==> src/sv/mkpm_pkg.sv <==
// Shared types and constants of the multi-keyword prefix matcher.
package mkpm_pkg;

  localparam int NumKeysDef  = 4;
  localparam int KeyBytesDef = 8;
  localparam int KeyRegs     = 4;  // keyword registers on the config port
  localparam int KeyCountW   = 3;
  localparam int CfgIdxW     = 3;
  localparam int CfgDataW    = 64;

  localparam logic [CfgIdxW-1:0] CfgKeyCount = 3'd0;
  localparam logic [CfgIdxW-1:0] CfgKeyWord0 = 3'd1;

  localparam logic [7:0] ChNul = 8'h00;
  localparam logic [7:0] ChLf  = 8'h0A;
  localparam logic [7:0] ChCr  = 8'h0D;

  typedef enum logic [1:0] {
    StatusEol    = 2'd0,
    StatusFound  = 2'd1,
    StatusSearch = 2'd2
  } status_e;

  typedef struct packed {
    logic       cmd;
    logic [7:0] char_in;
  } req_t;

  typedef struct packed {
    status_e    status;
    logic [1:0] key_index;
    logic [2:0] remaining;
  } res_t;

endpackage

==> src/sv/mkpm_req_if.sv <==
// Request channel: valid/ready handshake carrying a command or character.
interface mkpm_req_if import mkpm_pkg::*; ();
  logic valid;
  logic ready;
  req_t payload;

  modport source (output valid, output payload, input ready);
  modport sink   (input valid, input payload, output ready);
endinterface

==> src/sv/mkpm_res_if.sv <==
// Result channel: valid/ready handshake carrying one match result.
interface mkpm_res_if import mkpm_pkg::*; ();
  logic valid;
  logic ready;
  res_t payload;

  modport source (output valid, output payload, input ready);
  modport sink   (input valid, input payload, output ready);
endinterface

==> src/sv/multi_keyword_prefix_matcher_core.sv <==
// Multi-keyword prefix matcher: parallel compare of all keys per character.
//
//   channel   dir  handshake            payload
//   in_req_i  in   valid/ready          cmd, char_in
//   out_res_o out  valid/ready          status, key_index, remaining
//   cfg       in   cfg_we_i (no wait)   cfg_idx_i, cfg_data_i
//
// One request per cycle unless the request port stalls. A request is registered
// in the input register, compared against every key combinationally, and its
// result is then registered in the output register, from which the sink takes
// it. A restart request updates the state and gives no result.
// Reset clears the keys, key count, candidates and position. A stalled output
// holds the next request in the input register; the request port stalls only
// when both registers are full.
module multi_keyword_prefix_matcher_core import mkpm_pkg::*; #(
  parameter int NUM_KEYS  = NumKeysDef,
  parameter int KEY_BYTES = KeyBytesDef
) (
  input  logic                 clk_i,
  input  logic                 rst_ni,
  mkpm_req_if.sink             in_req_i,
  mkpm_res_if.source           out_res_o,
  input  logic                 cfg_we_i,
  input  logic [CfgIdxW-1:0]   cfg_idx_i,
  input  logic [CfgDataW-1:0]  cfg_data_i
);

  localparam int NumWords = (NUM_KEYS < KeyRegs) ? NUM_KEYS : KeyRegs;
  localparam int KeyW     = KEY_BYTES * 8;
  localparam int PosW     = $clog2(KEY_BYTES + 1);

  function automatic logic [7:0] key_byte(logic [KeyW-1:0] word, logic [PosW:0] pos);
    logic [7:0] b;
    b = '0;
    for (int j = 0; j < KEY_BYTES; j++) begin
      if (pos == (PosW+1)'(j)) b = word[j*8 +: 8];
    end
    return b;
  endfunction

  // configuration
  logic [KeyCountW-1:0] key_count_q;
  logic [KeyW-1:0]      key_q [NumWords];

  always_ff @(posedge clk_i or negedge rst_ni) begin
    if (!rst_ni) begin
      key_count_q <= '0;
      for (int k = 0; k < NumWords; k++) key_q[k] <= '0;
    end else if (cfg_we_i) begin
      if (cfg_idx_i == CfgKeyCount) key_count_q <= cfg_data_i[KeyCountW-1:0];
      for (int k = 0; k < NumWords; k++) begin
        if (cfg_idx_i == CfgKeyWord0 + CfgIdxW'(k)) key_q[k] <= cfg_data_i[KeyW-1:0];
      end
    end
  end

  // match state
  logic [NUM_KEYS-1:0] mask_q, mask_d;
  logic [PosW-1:0]     pos_q, pos_d;

  // input register
  logic s1_valid_q, s1_valid_d;
  req_t s1_req_q;
  logic s1_fire, in_acc;

  // output register
  logic out_valid_q, out_valid_d;
  res_t out_res_q, res_d;

  assign s1_fire         = s1_valid_q && (s1_req_q.cmd || !out_valid_q || out_res_o.ready);
  assign in_req_i.ready  = !s1_valid_q || s1_fire;
  assign in_acc          = in_req_i.valid && in_req_i.ready;
  assign s1_valid_d      = in_acc ? 1'b1 : (s1_fire ? 1'b0 : s1_valid_q);

  // compare stage
  logic [KeyCountW-1:0] n_eff;
  logic [NUM_KEYS-1:0]  active, hit, done, new_mask, restart_mask;
  logic [KeyW-1:0]      word;
  logic [PosW:0]        pos_cur, pos_nxt;
  logic                 found, is_eol;
  logic [1:0]           found_idx;
  logic [2:0]           remaining;

  always_comb begin
    n_eff   = (key_count_q > KeyCountW'(NUM_KEYS)) ? KeyCountW'(NUM_KEYS) : key_count_q;
    pos_cur = {1'b0, pos_q};
    pos_nxt = pos_cur + 1'b1;
    is_eol  = s1_req_q.char_in inside {ChNul, ChLf, ChCr};
    for (int i = 0; i < NUM_KEYS; i++) begin
      word            = (i < NumWords) ? key_q[i % NumWords] : '0;
      restart_mask[i] = KeyCountW'(i) < n_eff;
      active[i]       = mask_q[i] && restart_mask[i];
      hit[i]          = active[i] && (key_byte(word, pos_cur) == s1_req_q.char_in);
      done[i]         = hit[i] && (key_byte(word, pos_nxt) == 8'h00);
    end
    // walk keys in order; the first finished key stops further drops
    found     = 1'b0;
    found_idx = '0;
    remaining = '0;
    new_mask  = mask_q;
    for (int i = 0; i < NUM_KEYS; i++) begin
      if (!found && active[i] && !hit[i]) new_mask[i] = 1'b0;
      if (!found && done[i]) begin
        found     = 1'b1;
        found_idx = 2'(i);
      end
      if (hit[i] && !done[i]) remaining = remaining + 3'd1;
    end

    mask_d = mask_q;
    pos_d  = pos_q;
    res_d  = '{status: StatusEol, key_index: 2'd0, remaining: 3'd0};
    if (s1_req_q.cmd) begin
      mask_d = restart_mask;
      pos_d  = '0;
    end else if (!is_eol) begin
      mask_d = new_mask;
      if (found) begin
        res_d.status    = StatusFound;
        res_d.key_index = found_idx;
      end else begin
        res_d.status    = StatusSearch;
        res_d.remaining = remaining;
        if (pos_q < PosW'(KEY_BYTES)) pos_d = pos_q + 1'b1;
      end
    end
  end

  assign out_valid_d = (s1_fire && !s1_req_q.cmd) ? 1'b1 :
                       (out_res_o.ready ? 1'b0 : out_valid_q);

  always_ff @(posedge clk_i or negedge rst_ni) begin
    if (!rst_ni) begin
      s1_valid_q  <= 1'b0;
      out_valid_q <= 1'b0;
      mask_q      <= '0;
      pos_q       <= '0;
    end else begin
      s1_valid_q  <= s1_valid_d;
      out_valid_q <= out_valid_d;
      if (s1_fire) begin
        mask_q <= mask_d;
        pos_q  <= pos_d;
      end
    end
  end

  always_ff @(posedge clk_i) begin
    if (in_acc) s1_req_q <= in_req_i.payload;
    if (s1_fire && !s1_req_q.cmd) out_res_q <= res_d;
  end

  assign out_res_o.valid   = out_valid_q;
  assign out_res_o.payload = out_res_q;

endmodule

==> src/flat_wrapper.sv <==
// flat-port wrapper written by rule: the top's interface ports become plain ports
module multi_keyword_prefix_matcher_core_flat import mkpm_pkg::*;
#(
  parameter int NUM_KEYS  = NumKeysDef,
  parameter int KEY_BYTES = KeyBytesDef
)
  (clk_i, rst_ni, cfg_we_i, cfg_idx_i, cfg_data_i, in_req_i_valid, in_req_i_payload, in_req_i_ready, out_res_o_valid, out_res_o_payload, out_res_o_ready);
  mkpm_req_if in_req_i_i ();
  mkpm_res_if out_res_o_i ();
  input  logic clk_i;
  input  logic rst_ni;
  input  logic cfg_we_i;
  input  logic [CfgIdxW-1:0] cfg_idx_i;
  input  logic [CfgDataW-1:0] cfg_data_i;
  input wire logic [$bits(in_req_i_i.valid)-1:0] in_req_i_valid;
  input wire logic [$bits(in_req_i_i.payload)-1:0] in_req_i_payload;
  output wire logic [$bits(in_req_i_i.ready)-1:0] in_req_i_ready;
  output wire logic [$bits(out_res_o_i.valid)-1:0] out_res_o_valid;
  output wire logic [$bits(out_res_o_i.payload)-1:0] out_res_o_payload;
  input wire logic [$bits(out_res_o_i.ready)-1:0] out_res_o_ready;
  assign in_req_i_i.valid = in_req_i_valid;
  assign in_req_i_i.payload = in_req_i_payload;
  assign in_req_i_ready = in_req_i_i.ready;
  assign out_res_o_valid = out_res_o_i.valid;
  assign out_res_o_payload = out_res_o_i.payload;
  assign out_res_o_i.ready = out_res_o_ready;
  multi_keyword_prefix_matcher_core #(.NUM_KEYS(NUM_KEYS), .KEY_BYTES(KEY_BYTES)) u_core (.clk_i(clk_i), .rst_ni(rst_ni), .in_req_i(in_req_i_i), .out_res_o(out_res_o_i), .cfg_we_i(cfg_we_i), .cfg_idx_i(cfg_idx_i), .cfg_data_i(cfg_data_i));
endmodule
==> config.mk <==
export PLATFORM = sky130hd
export DESIGN_NAME = multi_keyword_prefix_matcher_core_flat
export DESIGN_NICKNAME = d
export VERILOG_FILES = /design/src/sv/mkpm_pkg.sv /design/src/sv/mkpm_req_if.sv /design/src/sv/mkpm_res_if.sv /design/src/sv/multi_keyword_prefix_matcher_core.sv /design/src/flat_wrapper.sv
export SDC_FILE = /design/constraint.sdc
export NUM_CORES = 1
export LEC_CHECK = 0
export ABC_AREA = 1
export BUFFER_PORTS_ARGS = -buffer_cell sky130_fd_sc_hd__buf_2
export CELL_PAD_IN_SITES_DETAIL_PLACEMENT = 0
export CELL_PAD_IN_SITES_GLOBAL_PLACEMENT = 1
export CORE_UTILIZATION = 45
export DETAILED_ROUTE_END_ITERATION = 8
export PLACE_DENSITY = 0.91
export SLEW_MARGIN = 20
export SYNTH_ARGS = -nofsm -noshare
export SYNTH_HDL_FRONTEND = slang
export SYNTH_SLANG_ARGS = --single-unit
==> constraint.sdc <==
create_clock -name clk_i -period 4.9 [get_ports clk_i]
set_input_delay 0.49 -clock clk_i [delete_from_list [all_inputs] [get_ports clk_i]]
set_output_delay 0.49 -clock clk_i [all_outputs]
set_load 0.05 [all_outputs]
==> results.cfg <==
[route]
vias = 15400
drt-total-wl_um = 55600
drt_first_iter_violations = 1804
ant_nets = 0
firstDrtPassIters = 7
avgRoutedWirePerCell_um = 19.9
via_per_inst = 5.52
drc = 0

[status]
violations = hold timing
outcome = complete, but fails checks

[floorplanning]
dieWidth_um = 192
placementRows = 69
die_h_um = 192
start_util = 0.456
die_area_um2 = 36800
core_um2 = 35600
num_io_pins = 90

[sta]
setup_violations = 0
hold_violations = 12
worst_slack_ns = 0.426
fin_hold_ws_ns = -0.0574
tightest_slew_ns = 0.920
fin_crit_sh = 0.913
min_period_ns = 4.47
slew_headroom = 0.385
setup_tns_ns = 0
fmax_ghz = 0.224
finClkSkew_ns = 0.0351
rsz0062_at_grt = false
slew_violations = 0

[global_route]
grt_pass1_vias = 14200
grt_usage = 0.307
use_met1 = 0.459
use_met3 = 0.0444
globalRouteMet2Util = 0.459
busiest_layer = met2
overflow = 0
grt_first_pass_wirelength_um = 84800
grt_max_degree = 111
antenna_found_initial = 0

[worst_setup_path]
crit_fanout = 22
crit_slowest_cell = dfrtp_1
cp-end-kind = register
cp.depth = 25
required_ns = 5.23
r2r-start = u_core.pos_q[1]$_DFFE_PN0P_
slowest_delay_ns = 0.47
start_kind = register
arrival_ns = 4.80
path_common_cell = nand2_1
r2r_cells = 25
crit_end = u_core.out_res_o.payload[1]$_SDFFCE_PP0P_
path_delay_family = simple AND/OR/NAND/NOR gates
rr_endpoint = u_core.out_res_o.payload[1]$_SDFFCE_PP0P_
rrSetupSlack_ns = 0.43
path_buf_inv = 4
crit_start = u_core.pos_q[1]$_DFFE_PN0P_
crit_type = register to register

[yosys]
synth-main-ff-cell = dfrtp_1
seq_area_frac_synth = 0.444
synthTopCellsByArea = dfrtp_1 (41%), nand2_1 (16%), o21ai_0 (10%), inv_1 (5.7%), nand3_1 (5.2%)
synthCells = 2281
synth-edff-count = 16
synth-seq-cells = 285
avgSynthCellArea_um2 = 7.12
async_flop_share = 0.944
netlist_area_um2 = 16200
synth-warning-count = 0
post_synth_num_cell_types = 40
synthDominantCellAreaShare = 0.415
synth_top_area_cell = dfrtp_1
synth.net_count = 2372

[finish]
final_util = 0.507
area_delta_synth_final_pct = 11.0
layout-drive-gt1-share = 0.110
diodes = 0
nets = 2399
nFillCells = 3579

[power_and_ir_drop]
pwr-share-clk = 0.247
p_per_area_nw_per_um2 = 541
comb_power_share = 0.418
p_int_w = 0.00541
p_leak_nw = 9.13
switchingPower_w = 0.00434
swShare = 0.446
irDropWorstVdd_mv = 0.381
seqPwrFrac = 0.336

[placed_design]
post-dp-hpwl_um = 41300
gp_congestion = 1.00
pre_cts_ws_ns = 0.393
port_buffers = 89

[clock_network]
cts_tree = done
cts_root_buf = clkbuf_16
htree_levels = 1
cts.sink_count = 285
clockBufferDepth = 3
cts_buffers = 31
path_clk_slew_ns = 0.06
clock_latency_ns = 0.60

[run]
max_cap_violations = 0

[min_path]
min_path_type = primary input to asynchronous set/reset pin
[area by class of cell]
type | instances | area, um^2 | share of cell area
Clock inverter | 13 | 181 | 0.0101
Tap cell | 461 | 577 | 0.0320
Multi-Input combinational cell | 1610 | 7500 | 0.416
Timing Repair Buffer | 115 | 701 | 0.0389
Inverter | 265 | 995 | 0.0552
Sequential cell | 285 | 7210 | 0.400
Clock buffer | 43 | 861 | 0.0478
[how the worst min path moves through the flow]
| stage | end | slack [ns] | start |
|---|---|---|---|
| after global placement | u_core.key_q[176]$_DFFE_PN0P_ | 0.47 | u_core.key_q[176]$_DFFE_PN0P_ |
| after global routing | u_core.key_q[77]$_DFFE_PN0P_ | 0.02 | rst_ni |
| after detailed placement | u_core.key_q[167]$_DFFE_PN0P_ | 0.47 | u_core.key_q[167]$_DFFE_PN0P_ |
| after CTS | u_core.key_q[76]$_DFFE_PN0P_ | 0.002 | rst_ni |
| after floorplan | u_core.key_count_q[0]$_DFFE_PN0P_ | 0.19 | rst_ni |
| final | u_core.key_q[77]$_DFFE_PN0P_ | -0.06 | rst_ni |
[through the flow]
step	power, W	cells	instance area [um^2]	hold WS [ns]
2_1_floorplan	0.00565	2281	16200	0.194
3_3_place_gp	0.00715	2733	16900	0.467
3_5_place_dp	0.00719	2733	16900	0.474
4_1_cts	0.00962	2789	18000	0.00245
5_1_grt	0.0103	2792	18000	0.0184
6_report	0.00975	2792	18000	-0.0574
[cell families after synthesis]
family                     share of synthesized area
AOI/OAI and AO/OA                              0.119
DFF                                            0.444
and+or+nand+nor                                0.330
buffers and inverters                         0.0970
adders and majority gates                    0.00771
xor gates and xnor gates                     0.00224
[repair_timing]
action | in CTS | in global routing
buffers inserted | 0 | 3
setup endpoints to repair | 0 | 1
hold buffers | 0 | 0
gates resized for setup | 0 | 1
hold endpoints to repair | 0 | 0
[state kept, by name, summed over array words and instances (netlist names)]
| signal | count |
|---|---|
| u_core.pos_q | 4 |
| u_core.key_count_q | 3 |
| u_core.out_res_o.payload | 7 |
| u_core.s1_req_q | 9 |
| u_core.key_q | 192 |
| u_core.mask_q | 4 |
| u_core.word | 64 |
| u_core.s1_valid_q | 1 |
| u_core.out_res_o.valid | 1 |
[power groups by stage]
stage,Sequential [W],Clock (W),Combinational [W]
2_1_floorplan,0.00310,0,0.00256
3_3_place_gp,0.00328,0,0.00387
3_5_place_dp,0.00329,0,0.00390
4_1_cts,0.00326,0.00244,0.00392
5_1_grt,0.00331,0.00254,0.00445
6_report,0.00327,0.00240,0.00407
[synthesized netlist by cell type, drive strengths merged, types with 2 or more instances]
cell type    n
nand2      704
o21ai      343
dfrtp      269
inv        264
nand3      174
nor2       156
nand4       77
clkbuf      67
buf         54
or2         54
a21oi       37
nor4        23
nand3b      18
edfxtp      16
ha          10
nor3         6
xnor2        2
[placed cells by master, fill, tap and decap left out, drive strengths merged, types with 7 or more instances in the layout]
cell type,n
nand2,704
nand3,174
a21oi,37
edfxtp,16
dfrtp,269
clkinv,7
nor2,156
inv,265
or2,54
nand4,77
clkbuf,43
nor4,23
nand3b,18
buf,115
ha,10
o21ai,343
[routing by layer]
layer / routed length [um] / vias to the layer above
met1: 25800 / 7281
li1: - / 7401
met4: 1750 / 0
met5: 0 / -
met2: 23700 / 634
met3: 4380 / 93
Note: power is estimated with default switching activity, not from simulation.
